`config.mk`:
```
export PLATFORM = sky130hd
export DESIGN_NAME = http_chunked_body_decoder_unit
export DESIGN_NICKNAME = d
export VERILOG_FILES = /design/src/sv/hcbd_pkg.sv /design/src/sv/hcbd_front.sv /design/src/sv/hcbd_queue.sv /design/src/sv/hcbd_back.sv /design/src/sv/http_chunked_body_decoder_unit.sv
export SDC_FILE = /design/constraint.sdc
export NUM_CORES = 1
export LEC_CHECK = 0
export BUFFER_PORTS_ARGS = -buffer_cell sky130_fd_sc_hd__clkbuf_2
export CAP_MARGIN = 20
export CORE_ASPECT_RATIO = 0.75
export CORE_MARGIN = 10
export CORE_UTILIZATION = 50
export CTS_CLUSTER_SIZE = 25
export DETAILED_ROUTE_END_ITERATION = 8
export PLACE_DENSITY = 0.74
export REMOVE_ABC_BUFFERS = 1
export SYNTH_ARGS = -nofsm -noshare
export SYNTH_HDL_FRONTEND = slang
export SYNTH_SLANG_ARGS = --single-unit
```
`constraint.sdc`:
```
create_clock -name i_clk -period 5.5 [get_ports i_clk]
set_clock_uncertainty 0.15 [all_clocks]
set_input_delay 0.275 -clock i_clk [delete_from_list [all_inputs] [get_ports i_clk]]
set_output_delay 0.275 -clock i_clk [all_outputs]
set_load 0.005 [all_outputs]
```
`src/sv/hcbd_pkg.sv`:
```
// Types and constants of the chunked body decoder.
// Depends on nothing; used by every module of the block.
`default_nettype none
package hcbd_pkg;

    localparam int BYTE_W      = 8;
    localparam int COUNT_W     = 32;
    localparam int STATUS_W    = 2;
    localparam int OUT_FIELD_W = BYTE_W + STATUS_W + COUNT_W;
    localparam int OUT_TDATA_W = ((OUT_FIELD_W + 7) / 8) * 8;
    localparam int HEX_DIGIT_W = 4;

    localparam logic [BYTE_W-1:0] CH_CR = 8'h0D;
    localparam logic [BYTE_W-1:0] CH_LF = 8'h0A;

    localparam logic [STATUS_W-1:0] ST_OK    = 2'd0;
    localparam logic [STATUS_W-1:0] ST_TRUNC = 2'd1;
    localparam logic [STATUS_W-1:0] ST_OVF   = 2'd2;

    typedef struct packed {
        logic [BYTE_W-1:0]      data;
        logic                   last;
        logic                   is_cr;
        logic                   is_lf;
        logic                   is_ws;
        logic                   is_hex;
        logic [HEX_DIGIT_W-1:0] hex_val;
    } t_cls;

    typedef struct packed {
        logic [BYTE_W-1:0]   out_byte;
        logic                byte_valid;
        logic                msg_done;
        logic [STATUS_W-1:0] status;
        logic [COUNT_W-1:0]  total_len;
    } t_res;

endpackage
`default_nettype wire

```
`src/sv/hcbd_front.sv`:
```
// Front part of the decoder: accepts message words and classifies each byte.
// Depends on hcbd_pkg; feeds hcbd_queue.
`default_nettype none
module hcbd_front (
    input  wire logic                       s_axis_tvalid,
    output logic                            s_axis_tready,
    input  wire logic [hcbd_pkg::BYTE_W-1:0] s_axis_tdata,
    input  wire logic                       s_axis_tlast,
    input  wire logic                       i_q_full,
    output logic                            o_push,
    output hcbd_pkg::t_cls                  o_item
);
    import hcbd_pkg::*;

    logic [BYTE_W-1:0] c;

    assign c             = s_axis_tdata;
    assign s_axis_tready = !i_q_full;
    assign o_push        = s_axis_tvalid && !i_q_full;

    always_comb begin
        o_item.data    = c;
        o_item.last    = s_axis_tlast;
        o_item.is_cr   = (c == CH_CR);
        o_item.is_lf   = (c == CH_LF);
        o_item.is_ws   = (c == 8'h20) || (c == 8'h09) || (c == CH_LF) || (c == 8'h0B)
                      || (c == 8'h0C) || (c == CH_CR);
        o_item.is_hex  = 1'b0;
        o_item.hex_val = '0;
        if (c >= 8'h30 && c <= 8'h39) begin
            o_item.is_hex  = 1'b1;
            o_item.hex_val = c[HEX_DIGIT_W-1:0];
        end else if ((c >= 8'h61 && c <= 8'h66) || (c >= 8'h41 && c <= 8'h46)) begin
            o_item.is_hex  = 1'b1;
            o_item.hex_val = c[HEX_DIGIT_W-1:0] + 4'd9;
        end
    end

endmodule
`default_nettype wire

```
`src/sv/hcbd_queue.sv`:
```
// Short queue of classified bytes between the front and back parts.
// Depends on hcbd_pkg.
`default_nettype none
module hcbd_queue #(
    parameter int DEPTH = 4
) (
    input  wire logic          i_clk,
    input  wire logic          i_rst_n,
    input  wire logic          i_push,
    input  wire hcbd_pkg::t_cls i_item,
    input  wire logic          i_pop,
    output hcbd_pkg::t_cls     o_head,
    output logic               o_avail,
    output logic               o_full
);
    import hcbd_pkg::*;

    localparam int PW = (DEPTH > 1) ? $clog2(DEPTH) : 1;
    localparam int CW = $clog2(DEPTH + 1);

    t_cls            r_mem [DEPTH];
    logic [PW-1:0]   r_wr_ptr, n_wr_ptr;
    logic [PW-1:0]   r_rd_ptr, n_rd_ptr;
    logic [CW-1:0]   r_count, n_count;

    assign o_head  = r_mem[r_rd_ptr];
    assign o_avail = (r_count != '0);
    assign o_full  = (r_count == CW'(DEPTH));

    always_comb begin
        n_wr_ptr = r_wr_ptr;
        n_rd_ptr = r_rd_ptr;
        n_count  = r_count;
        if (i_push) begin
            n_wr_ptr = (r_wr_ptr == PW'(DEPTH - 1)) ? '0 : r_wr_ptr + 1'b1;
        end
        if (i_pop) begin
            n_rd_ptr = (r_rd_ptr == PW'(DEPTH - 1)) ? '0 : r_rd_ptr + 1'b1;
        end
        if (i_push && !i_pop) begin
            n_count = r_count + 1'b1;
        end else if (!i_push && i_pop) begin
            n_count = r_count - 1'b1;
        end
    end

    always_ff @(posedge i_clk) begin
        if (!i_rst_n) begin
            r_wr_ptr <= '0;
            r_rd_ptr <= '0;
            r_count  <= '0;
        end else begin
            r_wr_ptr <= n_wr_ptr;
            r_rd_ptr <= n_rd_ptr;
            r_count  <= n_count;
        end
    end

    always_ff @(posedge i_clk) begin
        if (i_push) begin
            r_mem[r_wr_ptr] <= i_item;
        end
    end

endmodule
`default_nettype wire

```
`src/sv/hcbd_back.sv`:
```
// Back part of the decoder: size line parser, chunk tracker and output register.
// Depends on hcbd_pkg; fed by hcbd_queue.
`default_nettype none
module hcbd_back #(
    parameter int LINE_MAX = 15,
    parameter int LEN_BITS = 32
) (
    input  wire logic                        i_clk,
    input  wire logic                        i_rst_n,
    input  wire hcbd_pkg::t_cls              i_item,
    input  wire logic                        i_avail,
    output logic                             o_pop,
    input  wire logic                        i_cfg_valid,
    input  wire logic [hcbd_pkg::COUNT_W-1:0] i_cfg_data,
    output logic                             o_valid,
    input  wire logic                        i_ready,
    output hcbd_pkg::t_res                   o_res
);
    import hcbd_pkg::*;

    localparam int LC_W = $clog2(LINE_MAX + 1);
    localparam int CMP_W = (LEN_BITS > COUNT_W) ? LEN_BITS : COUNT_W;

    typedef enum logic [2:0] {
        PH_LINE, PH_SKIP, PH_OPTLF, PH_DATA, PH_DRAIN, PH_SKIP_OVF, PH_OPTLF_OVF, PH_DATA_OVF
    } t_phase;

    typedef enum logic [1:0] {
        HM_WS, HM_DIGITS, HM_STOP
    } t_hex_mode;

    t_phase              r_phase, n_phase;
    t_hex_mode           r_hex_mode, n_hex_mode;
    logic                r_pending_cr, n_pending_cr;
    logic [LC_W-1:0]     r_line_chars, n_line_chars;
    logic [LEN_BITS-1:0] r_size_acc, n_size_acc;
    logic [LEN_BITS-1:0] r_bytes_left, n_bytes_left;
    logic [COUNT_W-1:0]  r_out_count, n_out_count;
    logic [COUNT_W-1:0]  r_capacity;
    logic                r_out_valid;
    t_res                r_res;

    t_hex_mode           feed_mode;
    logic [LEN_BITS-1:0] feed_size;
    logic [LC_W-1:0]     lc_inc;
    logic [LEN_BITS-1:0] line_size;
    logic [COUNT_W-1:0]  room;
    logic                chunk_ovf;
    logic [LEN_BITS-1:0] bl_dec;
    logic                data_ovf;
    logic                fin;
    logic [STATUS_W-1:0] fin_status;
    logic                fin_byte;
    logic                plain;
    t_res                res;

    assign o_pop   = i_avail && (!r_out_valid || i_ready);
    assign o_valid = r_out_valid;
    assign o_res   = r_res;

    // Hexadecimal size accumulation with saturation.
    always_comb begin
        feed_mode = r_hex_mode;
        feed_size = r_size_acc;
        if (r_hex_mode == HM_WS && i_item.is_ws) begin
            feed_mode = r_hex_mode;
        end else if (r_hex_mode == HM_STOP || !i_item.is_hex) begin
            feed_mode = HM_STOP;
        end else begin
            feed_mode = HM_DIGITS;
            if (r_size_acc[LEN_BITS-1 -: HEX_DIGIT_W] != '0) begin
                feed_size = '1;
            end else begin
                feed_size = {r_size_acc[LEN_BITS-HEX_DIGIT_W-1:0], i_item.hex_val};
            end
        end
    end

    assign lc_inc     = r_line_chars + 1'b1;
    assign line_size  = i_item.is_cr ? r_size_acc : feed_size;
    assign room       = r_capacity - r_out_count;
    assign chunk_ovf  = (r_out_count > r_capacity) || (CMP_W'(line_size) > CMP_W'(room));
    assign bl_dec     = r_bytes_left - LEN_BITS'(r_bytes_left != '0);
    assign data_ovf   = (r_phase == PH_OPTLF_OVF) || (r_phase == PH_DATA_OVF);

    always_comb begin
        n_phase      = r_phase;
        n_hex_mode   = r_hex_mode;
        n_pending_cr = r_pending_cr;
        n_line_chars = r_line_chars;
        n_size_acc   = r_size_acc;
        n_bytes_left = r_bytes_left;
        n_out_count  = r_out_count;
        fin          = 1'b0;
        fin_status   = ST_OK;
        fin_byte     = 1'b0;
        plain        = 1'b0;
        case (r_phase)
            PH_LINE: begin
                if (r_pending_cr) begin
                    n_pending_cr = 1'b0;
                    fin          = !i_item.is_lf || i_item.last;
                end else if (i_item.is_cr) begin
                    if (r_line_chars == '0) begin
                        fin          = i_item.last;
                        n_pending_cr = !i_item.last;
                    end else if (r_size_acc == '0) begin
                        fin = 1'b1;
                    end else begin
                        n_bytes_left = line_size;
                        n_phase      = chunk_ovf ? PH_OPTLF_OVF : PH_OPTLF;
                        fin          = i_item.last;
                        fin_status   = ST_TRUNC;
                    end
                end else begin
                    n_hex_mode   = feed_mode;
                    n_size_acc   = feed_size;
                    n_line_chars = lc_inc;
                    if (lc_inc >= LC_W'(LINE_MAX)) begin
                        if (feed_size == '0) begin
                            fin = 1'b1;
                        end else begin
                            n_bytes_left = line_size;
                            n_phase      = chunk_ovf ? PH_SKIP_OVF : PH_SKIP;
                            fin          = i_item.last;
                            fin_status   = ST_TRUNC;
                        end
                    end else begin
                        fin        = i_item.last;
                        fin_status = (feed_size == '0) ? ST_OK : ST_TRUNC;
                    end
                end
            end
            PH_SKIP, PH_SKIP_OVF: begin
                n_phase    = (r_phase == PH_SKIP) ? PH_OPTLF : PH_OPTLF_OVF;
                fin        = i_item.last;
                fin_status = ST_TRUNC;
            end
            PH_DRAIN: begin
                n_phase = r_phase;
            end
            PH_OPTLF, PH_OPTLF_OVF, PH_DATA, PH_DATA_OVF: begin
                if ((r_phase == PH_OPTLF || r_phase == PH_OPTLF_OVF) && i_item.is_lf) begin
                    n_phase    = data_ovf ? PH_DATA_OVF : PH_DATA;
                    fin        = i_item.last;
                    fin_status = ST_TRUNC;
                end else begin
                    n_phase      = data_ovf ? PH_DATA_OVF : PH_DATA;
                    n_out_count  = r_out_count + COUNT_W'(!data_ovf);
                    n_bytes_left = bl_dec;
                    if (bl_dec == '0) begin
                        if (data_ovf) begin
                            fin        = 1'b1;
                            fin_status = ST_OVF;
                        end else begin
                            n_phase      = PH_LINE;
                            n_pending_cr = 1'b0;
                            n_hex_mode   = HM_WS;
                            n_line_chars = '0;
                            n_size_acc   = '0;
                            fin          = i_item.last;
                            fin_byte     = 1'b1;
                            plain        = !i_item.last;
                        end
                    end else begin
                        fin        = i_item.last;
                        fin_status = ST_TRUNC;
                        fin_byte   = !data_ovf;
                        plain      = !i_item.last && !data_ovf;
                    end
                end
            end
            default: begin
                n_phase = PH_LINE;
            end
        endcase

        res.out_byte   = ((fin && fin_byte) || plain) ? i_item.data : '0;
        res.byte_valid = (fin && fin_byte) || plain;
        res.msg_done   = fin;
        res.status     = fin ? fin_status : ST_OK;
        res.total_len  = n_out_count;

        if (fin && !i_item.last) begin
            n_phase = PH_DRAIN;
        end
        if ((fin || r_phase == PH_DRAIN) && i_item.last) begin
            n_phase      = PH_LINE;
            n_pending_cr = 1'b0;
            n_hex_mode   = HM_WS;
            n_line_chars = '0;
            n_size_acc   = '0;
            n_bytes_left = '0;
            n_out_count  = '0;
        end
    end

    always_ff @(posedge i_clk) begin
        if (!i_rst_n) begin
            r_phase      <= PH_LINE;
            r_hex_mode   <= HM_WS;
            r_pending_cr <= 1'b0;
            r_line_chars <= '0;
            r_size_acc   <= '0;
            r_bytes_left <= '0;
            r_out_count  <= '0;
            r_capacity   <= '1;
            r_out_valid  <= 1'b0;
        end else begin
            if (i_cfg_valid) begin
                r_capacity <= i_cfg_data;
            end
            if (o_pop) begin
                r_phase      <= n_phase;
                r_hex_mode   <= n_hex_mode;
                r_pending_cr <= n_pending_cr;
                r_line_chars <= n_line_chars;
                r_size_acc   <= n_size_acc;
                r_bytes_left <= n_bytes_left;
                r_out_count  <= n_out_count;
            end
            if (o_pop && (fin || plain)) begin
                r_out_valid <= 1'b1;
                r_res       <= res;
            end else if (i_ready) begin
                r_out_valid <= 1'b0;
            end
        end
    end

endmodule
`default_nettype wire

```
`src/sv/http_chunked_body_decoder_unit.sv`:
```
// Top level of the chunked body decoder: front classifier, queue and back engine.
// Depends on hcbd_pkg, hcbd_front, hcbd_queue and hcbd_back.
//
//   Channel   Direction  Handshake                      Word
//   s_axis    in         s_axis_tvalid / s_axis_tready  tdata = in_byte, tlast = last_byte
//   m_axis    out        m_axis_tvalid / m_axis_tready  tdata, tlast = msg_done,
//                                                       tuser = byte_valid
//   cfg       in         i_cfg_valid / o_cfg_ready      i_cfg_data = out_capacity
//
// One byte is taken per cycle while the queue is not full; a result passes the queue and the output register.
// The back engine updates its chunk state once per cycle while it can pop a byte, which sets the rate.
// Reset is synchronous and active low; capacity returns to all ones.
// An output stall stops the back engine; the front keeps accepting until the queue is full.
`default_nettype none
module http_chunked_body_decoder_unit #(
    parameter int LINE_MAX    = 15,
    parameter int LEN_BITS    = 32,
    parameter int QUEUE_DEPTH = 4
) (
    input  wire logic                            i_clk,
    input  wire logic                            i_rst_n,
    input  wire logic                            s_axis_tvalid,
    output logic                                 s_axis_tready,
    // [7:0] in_byte
    input  wire logic [hcbd_pkg::BYTE_W-1:0]      s_axis_tdata,
    input  wire logic                            s_axis_tlast,
    output logic                                 m_axis_tvalid,
    input  wire logic                            m_axis_tready,
    // [7:0] out_byte, [9:8] status, [41:10] total_len, [47:42] zero
    output logic [hcbd_pkg::OUT_TDATA_W-1:0]      m_axis_tdata,
    output logic                                 m_axis_tlast,
    // [0] byte_valid
    output logic                                 m_axis_tuser,
    input  wire logic                            i_cfg_valid,
    output logic                                 o_cfg_ready,
    input  wire logic [hcbd_pkg::COUNT_W-1:0]     i_cfg_data
);
    import hcbd_pkg::*;

    logic q_full;
    logic q_push;
    logic q_avail;
    logic q_pop;
    t_cls push_item;
    t_cls head_item;
    t_res res;

    assign o_cfg_ready = 1'b1;

    hcbd_front u_front (
        .s_axis_tvalid (s_axis_tvalid),
        .s_axis_tready (s_axis_tready),
        .s_axis_tdata  (s_axis_tdata),
        .s_axis_tlast  (s_axis_tlast),
        .i_q_full      (q_full),
        .o_push        (q_push),
        .o_item        (push_item)
    );

    hcbd_queue #(
        .DEPTH (QUEUE_DEPTH)
    ) u_queue (
        .i_clk   (i_clk),
        .i_rst_n (i_rst_n),
        .i_push  (q_push),
        .i_item  (push_item),
        .i_pop   (q_pop),
        .o_head  (head_item),
        .o_avail (q_avail),
        .o_full  (q_full)
    );

    hcbd_back #(
        .LINE_MAX (LINE_MAX),
        .LEN_BITS (LEN_BITS)
    ) u_back (
        .i_clk       (i_clk),
        .i_rst_n     (i_rst_n),
        .i_item      (head_item),
        .i_avail     (q_avail),
        .o_pop       (q_pop),
        .i_cfg_valid (i_cfg_valid),
        .i_cfg_data  (i_cfg_data),
        .o_valid     (m_axis_tvalid),
        .i_ready     (m_axis_tready),
        .o_res       (res)
    );

    assign m_axis_tdata = {{(OUT_TDATA_W - OUT_FIELD_W){1'b0}},
                           res.total_len, res.status, res.out_byte};
    assign m_axis_tlast = res.msg_done;
    assign m_axis_tuser = res.byte_valid;

endmodule
`default_nettype wire

```
## Word level (Yosys, flattened, before mapping)

Memory sizes are Yosys's and may differ from the RTL's. A register that Yosys moved wholly into a read port is not among the register bits.
Index checks and enable logic that the tools add are counted.

- $add $sub $neg: 9
- Order comparisons: 9
- Equal/unequal tests: 33
- Muxes and demuxes: 101
- Reductions and logical operators: 58

Operator list:

| kind | number |
|---|---|
| 32-bit two-way mux | 20 |
| 32-bit case mux with 2 select lines | 2 |
| 32-bit logical NOT | 3 |
| 32-bit greater-than comparator | 2 |
| 3-bit two-way mux | 17 |
| 8-bit by 4-bit == test with 1-bit output, second input constant | 5 |
| 2-bit two-way mux | 18 |
| 32-bit by 1-bit adder with 32-bit output | 1 |
| 32-bit nonzero test | 1 |
| 32-bit by 1-bit subtractor with 32-bit output | 1 |
| 32-bit subtractor | 1 |
| 1-bit two-way mux | 30 |
| 4-bit two-way mux | 6 |
| 8-bit by 7-bit greater-or-equal comparator with 1-bit output, second input constant | 2 |
| 8-bit by 7-bit less-or-equal comparator with 1-bit output, second input constant | 2 |
| 8-bit AND reduction | 2 |
| 3-bit == test, second input constant | 5 |
| 1-bit logical OR | 15 |
| 3-bit != test, second input constant | 5 |
| 1-bit logical AND | 14 |
| 7-bit AND reduction | 2 |
| 4-bit != test, second input constant | 3 |
| 5-bit two-way mux | 2 |
| 5-bit != test, second input constant | 2 |
| 36 further kinds | 49 |

- Register bits: 190
- Memory bits (writable): 68
- Bits of input ports: 46
- Output and inout bits: 53
- Logic and storage cells: 228
- Memories: 1

Memory list:

| name | words | bits a word | rd ports | clocked after memory_dff | wr ports | RTL line | RTL |
|---|---|---|---|---|---|---|---|
| u_queue.r_mem | 4 | 17 | 1 | 1 | 1 | hcbd_queue.sv:21 | `t_cls r_mem [DEPTH];` |

## Longest topological paths before layout

- Depth in word-level cells: 15
- Depth in mapped cells: 23
- Depth with buffers taken out: 23

## Cells and area by module

Synthesis repeated with hierarchy kept, for this count alone.

- Cells, all modules: 1,663
- Area total of the unflattened synthesis: 15,337.2 um2

By module, submodules not included:

| module | instances | cells an instance | area each (um2) | seq. area each (um2) |
|---|---|---|---|---|
| hcbd_back | 1 | 1,478 | 11,977.7 | 4,103.9 |
| hcbd_queue | 1 | 133 | 2,951.6 | 2,222.1 |
| hcbd_front | 1 | 43 | 347.8 | 0.0 |
| http_chunked_body_decoder_unit | 1 | 9 | 60.1 | 0.0 |

## Worst setup path before layout

No wires, ideal clock.

- Path type: register to register
- Start point: register u_back.r_bytes_left[5]
- End point: register u_back.r_res (netlist bit u_back.o_res[0]), enable pin
- Setup time: 0.399 ns
- Arrival: 4.362 ns
- Required time: 4.951 ns
- Path slack: 0.589 ns
- Cell stages (with the launch flop): 19
- Period minus slack after synthesis: 4.911 ns
- Cells stage by stage: dfxtp_1 buf_2 nor3_4 nand4b_1 clkbuf_1 nor3_1 nand4_1 ha_1 ha_1 or4b_4 buf_6 nand4_1 a21oi_1 o21ai_0 nor3_1 and4b_1 a21oi_1 o21ai_1 o211a_1

- Cells in the longest elaborated chain, start to end: 9
- Elaborated cells between the ends (all ways): 12
- Classes of those cells: add/sub: 1; mux: 6; reduce/logical: 5

Ends and longest elaborated chain:

| item | RTL line | RTL |
|---|---|---|
| start, declared | hcbd_back.sv:37 | `logic [LEN_BITS-1:0] r_bytes_left, n_bytes_left;` |
| start signal, assigned | hcbd_back.sv:219 | `r_bytes_left <= n_bytes_left;` |
| 32-bit nonzero test | hcbd_back.sv:83 | `assign bl_dec = r_bytes_left - LEN_BITS'(r_bytes_left != '0);` |
| 32-bit by 1-bit subtractor with 32-bit output * | hcbd_back.sv:83 |  |
| 32-bit logical NOT * | hcbd_back.sv:151 | `if (bl_dec == '0) begin` |
| 1-bit two-way mux * | hcbd_back.sv:151 |  |
| 1-bit two-way mux * | hcbd_back.sv:143 | `if ((r_phase == PH_OPTLF \|\| r_phase == PH_OPTLF_OVF) && i_item.is_lf) begin` |
| 1-bit case mux with 3 select lines * | hcbd_back.sv:98 | `case (r_phase)` |
| named net u_back.fin | hcbd_back.sv:51 | `logic fin;` |
| 1-bit logical OR * | hcbd_back.sv:222 | `if (o_pop && (fin \|\| plain)) begin` |
| 1-bit logical AND * | hcbd_back.sv:222 |  |
| 2-bit AND reduction (no source line) * | -- |  |
| end signal, assigned | hcbd_back.sv:224 | `r_res <= res;` |
| end, declared | hcbd_back.sv:41 | `t_res r_res;` |

Mark *: on every way through the listed nets, which the timed path passes. The rest lies on a longest branch.
A chain may end at the register's enable or synchronous reset.

## Worst setup path in the final report

- Start point: register u_back.r_out_count[1]
- End point: register u_back.r_phase[2]

- Cells in the longest elaborated chain, start to end: 11
- Elaborated cells between the ends (all ways): 15
- Classes of those cells: add/sub: 1; order compare: 2; mux: 11; reduce/logical: 1

Ends and longest elaborated chain:

| item | RTL line | RTL |
|---|---|---|
| start, declared | hcbd_back.sv:38 | `logic [COUNT_W-1:0] r_out_count, n_out_count;` |
| start signal, assigned | hcbd_back.sv:220 | `r_out_count <= n_out_count;` |
| 32-bit subtractor | hcbd_back.sv:81 | `assign room = r_capacity - r_out_count;` |
| 32-bit greater-than comparator | hcbd_back.sv:82 | `assign chunk_ovf = (r_out_count > r_capacity) \|\| (CMP_W'(line_size) > CMP_W'(room));` |
| 1-bit logical OR * | hcbd_back.sv:82 |  |
| 3-bit two-way mux (on tied branches) | hcbd_back.sv:124, hcbd_back.sv:111 |  |
| 3-bit two-way mux (on tied branches) | hcbd_back.sv:120, hcbd_back.sv:107 |  |
| 3-bit two-way mux (on tied branches) | hcbd_back.sv:119, hcbd_back.sv:104 |  |
| 3-bit two-way mux * | hcbd_back.sv:103 | `end else if (i_item.is_cr) begin` |
| 3-bit two-way mux * | hcbd_back.sv:100 | `if (r_pending_cr) begin` |
| 3-bit case mux with 3 select lines * | hcbd_back.sv:98 |  |
| 3-bit two-way mux * | hcbd_back.sv:184 | `if (fin && !i_item.last) begin` |
| 3-bit two-way mux * | hcbd_back.sv:187 | `if ((fin \|\| r_phase == PH_DRAIN) && i_item.last) begin` |
| end signal, assigned | hcbd_back.sv:214 | `r_phase <= n_phase;` |
| end, declared | hcbd_back.sv:32 | `t_phase r_phase, n_phase;` |

Mark *: on every way between the ends. The rest lies on a longest branch, timed or not. The select of a mux whose other input is x is not followed.

==> summary.md <==
| Metric | Value |
|---|---|
| CP Data Arrival Time | around 5400 ps |
| # setup viols final | 0 |
| Antenna cells | 0 |
| DR vias/cell | just under 6 |
| Comb pwr share | 39.1% |
| Total global routing track utilization | between 20% and 30% |
| Period minus WS final | between 5000 and 6000 ps |
| CP Cell Sequence | inv_1 > ha_1 > nor2b_1 > o31ai_1 > a21oi_1 > a31oi_2 > a31oi_1 > o41ai_2 > o31ai_2 > o311ai_0 > ha_1 > nand4_1 > or2_2 > nor4_1 > nand2_1 > o21ai_0 > a21oi_1 > o41ai_1 > a31oi_1 |
| # DRC | 0 |
| Post-synthesis async set-or-reset flop share | 0% |
| Largest net degree at the start of global routing | 63 |
| CTS Sinks | 260 |
| WHS Endpoint | u_back.o_valid |
| Post-DP HPWL | between 20000 and 30000 um |
| Core area | between 20000 and 30000 um2 |
| Synth Instances | between 1500 and 2000 |
| Crit start category | flop |
| Top post-synthesis cells by area | edfxtp_1 (22%), dfxtp_1 (20%), ha_1 (6.8%), mux2i_1 (4.4%), o21ai_0 (4.3%) |
| Yosys cell types | 78 |
| Number of flops mapped to enable cells by yosys | between 100 and 150 |
| Num CTS Buffers | 26 |
| Std cell rows | between 50 and 60 |
| Htree depth | 1 |
| WHS Path Cells | 2 |
| Via count | 12600 |
| Area share of the largest cell type after synthesis | around 22% |
| CTS max path bufs | 3 |
| Placed Cells | 2050 |
| Clock edge transition at the registers on the reported setup and hold paths | 60 ps |
| GR Overflow Total | 0 |
| Die height | 170 um |
| P&R area growth vs syn | 15.3% |
| Reg2Reg Capture Point | u_back.r_phase[2] |
| Syn_area_per_cell | roughly 9.3 um2 |
| Ports | 99 |
| Slowest cell on the critical path | o41ai_2 |
| Port bufs | 91 |
| Ys Warns | 0 |
| Most frequent cell after synthesis | nand2_1 |
| Final nets | ~1900 |
| Clock power frac | around 27% |
| Setup Buffers After CTS | 0 |
| Leading area contributor after synthesis | edfxtp_1 |
| Maxcap violations | 0 |
| FF-to-FF setup slack | roughly 430 ps |
| NetSw | between 2000 and 3000 uW |
| TNS Setup | 0 ps |
| CTS root buffer | clkbuf_16 |
| Seq/Total Area, Yosys | 42.0% |
| Switching share of power | a little under two fifths |
| Unrepaired setup endpoints after global routing | no |
| Share of power burned in registers | about 34% |
| Highest clock rate | ~0.2 GHz |
| Die ar. | around 38000 um2 |
| Critical path peak fanout | 8 |
| Worst VDD drop | slightly below 300 uV |
| Reg2reg path depth | 19 |
| Fin crit share | between 90% and 100% |
| Initial cell density of the core | between 50% and 60% |
| Worst Max-Slew Pin Slew | 1120 ps |
| Initial drt markers | ~1300 |
| Drt first pass iters | 5 |
| Power Dens Cells | approximately 400 nW/um2 |
| Vias in the first global route | between 10000 and 15000 |
| Hold_sp | i_rst_n |
| DRT Wirelength | 39800 um |
| Ys flop type | dfxtp_1 |
| Post-route insts no fill | between 2000 and 2500 |
| Slew HR | ~25% |
| First-pass GRT wire length | ~63000 um |
| Synthesized cell area | around 15000 um2 |
| CP Data Required Time | 5790 ps |
| Leakage | about 0.0067 uW |
| Initial antenna violation count | 0 |
| Routability congestion estimate | between 0.9 and 1 |
| Status | complete, no violations |
| Hold WC Path Type | in -> reg |
| Pint | 4310 uW |
| Routed len/inst | roughly 18 um |
| Commonest cells in the synthesized netlist | nand2_1 (151), dfxtp_1 (148), nor2_1 (128), o21ai_0 (128), edfxtp_1 (112) |
| Final Slew Violations | 0 |
| Path type of the worst setup path | reg -> reg |
| Clock Latency Late Sink | between 500 and 600 ps |
| CP peak stage delay | between 400 and 500 ps |
| Die W | approximately 220 um |
| Register bit total from synthesis | 260 |
| Critical R2R Launch | u_back.r_out_count[1] |
| Worst setup EP type | flop |
| Final ANT Viol Nets | 0 |
| TritonCTS clock tree | built |
| Share of layout cells above drive strength 1 | between 10% and 20% |
| Final Hold Vio Count | 0 |
state kept, by name, indices dropped and copies added, names as in the netlist, named ones only:
register,flops
u_queue.r_mem,68
u_back.o_res,44
u_back.r_bytes_left,32
u_back.r_capacity,32
u_back.r_out_count,32
u_back.r_size_acc,32
u_back.r_line_chars,4
u_back.r_phase,3
u_queue.r_count,3
u_back.r_hex_mode,2
u_queue.r_rd_ptr,2
u_queue.r_wr_ptr,2
u_back.o_valid,1
u_back.r_pending_cr,1
worst max-delay path, delay by kind of cell, from the launching register on:
kind                       cells  cell delay [ps]
DFF                            1              380
adders and majority gates      2              500
buffers and inverters          1              110
AOI/OAI and AO/OA             11             2830
and+or+nand+nor                5              970
worst max-delay path by stage:
stage,from,end,depth (start not counted)
2_1_floorplan,flop,u_back.r_phase[2],13
3_3_place_gp,u_back.r_out_count[1],u_back.r_phase[2],20
3_5_place_dp,u_back.r_out_count[1],u_back.r_phase[2],19
4_1_cts,u_back.r_out_count[1],u_back.r_phase[2],19
5_1_grt,u_back.r_out_count[1],u_back.r_phase[2],20
6_report,u_back.r_out_count[1],u_back.r_phase[2],19
layout make-up:
class	count	area, um2
fillers	2505	12000
clock buffers	38	778
well taps	392	490
multi-input cells	1217	8160
flip-flops and latches	260	6330
repair buffers	175	1260
inverters	59	221
clock inverters	10	129
kinds of logic after synthesis:
kind of cell	Yosys count	share of synthesized area (%)
flip-flops	260	42.0
AND/OR/NAND/NOR	605	20.6
AO/OA/AOI/OAI	373	15.5
adder cells (fa/ha/maj)	84	7.08
other	2	0.0499
multiplexers	83	6.85
XOR/XNOR	65	3.78
buffers and inverters	148	4.15
repair_timing:
action | CTS | global route
resized for setup | 0 | 5
hold buffers | 52 | 0
hold endpoints to repair | 69 | 0
setup endpoints to repair | 0 | 1
cell usage in the layout (no fill, tap or decap), drive strengths merged, types with 11 or more instances in the layout:
cell         count
o21a            11
buf             33
nor2           128
mux2i           66
dfxtp          148
nand2          151
a31oi           17
nor3            54
nor4            26
and2            42
edfxtp         112
and3            20
nor2b           62
nand2b          12
a21o            17
xnor2           43
a22oi           18
o21ai          129
o211ai          11
inv             60
dlygate4sd3     52
clkbuf         128
nand4           22
ha              82
nand3           38
a21boi          29
o21bai          11
xor2            22
mux4            16
a21oi           85
metrics by stage:
stage | hold slack [ps] | utilization [%] | setup WS, ps | total power [uW] | cell area, um2
final | 26.9 | 59.1 | 426 | 6950 | 17400
after global routing | 31.6 | 59.1 | 2.68 | 7290 | 17400
after floorplan | 187 | - | 455 | 4060 | 14700
after detailed placement | 317 | 54.1 | 145 | 5010 | 15900
after global placement | 318 | 54.1 | 346 | 4950 | 15900
after CTS | 3.15 | 59.0 | 80.0 | 6920 | 17300
power by group through the flow:
stage	clock network [uW]	logic, uW	registers (uW)
6_report	1880	2720	2360
5_1_grt	1970	2940	2370
4_1_cts	1900	2670	2350
3_5_place_dp	0	2620	2390
3_3_place_gp	0	2560	2390
2_1_floorplan	0	1660	2400
layer usage:
layer	GRT usage, %	part of all wire [%]
met2	30.3	43
met3	3.72	7.8
met5	0	0
met1	30.5	47
met4	3.98	1.5
Note: power is estimated with default switching activity, not from simulation.
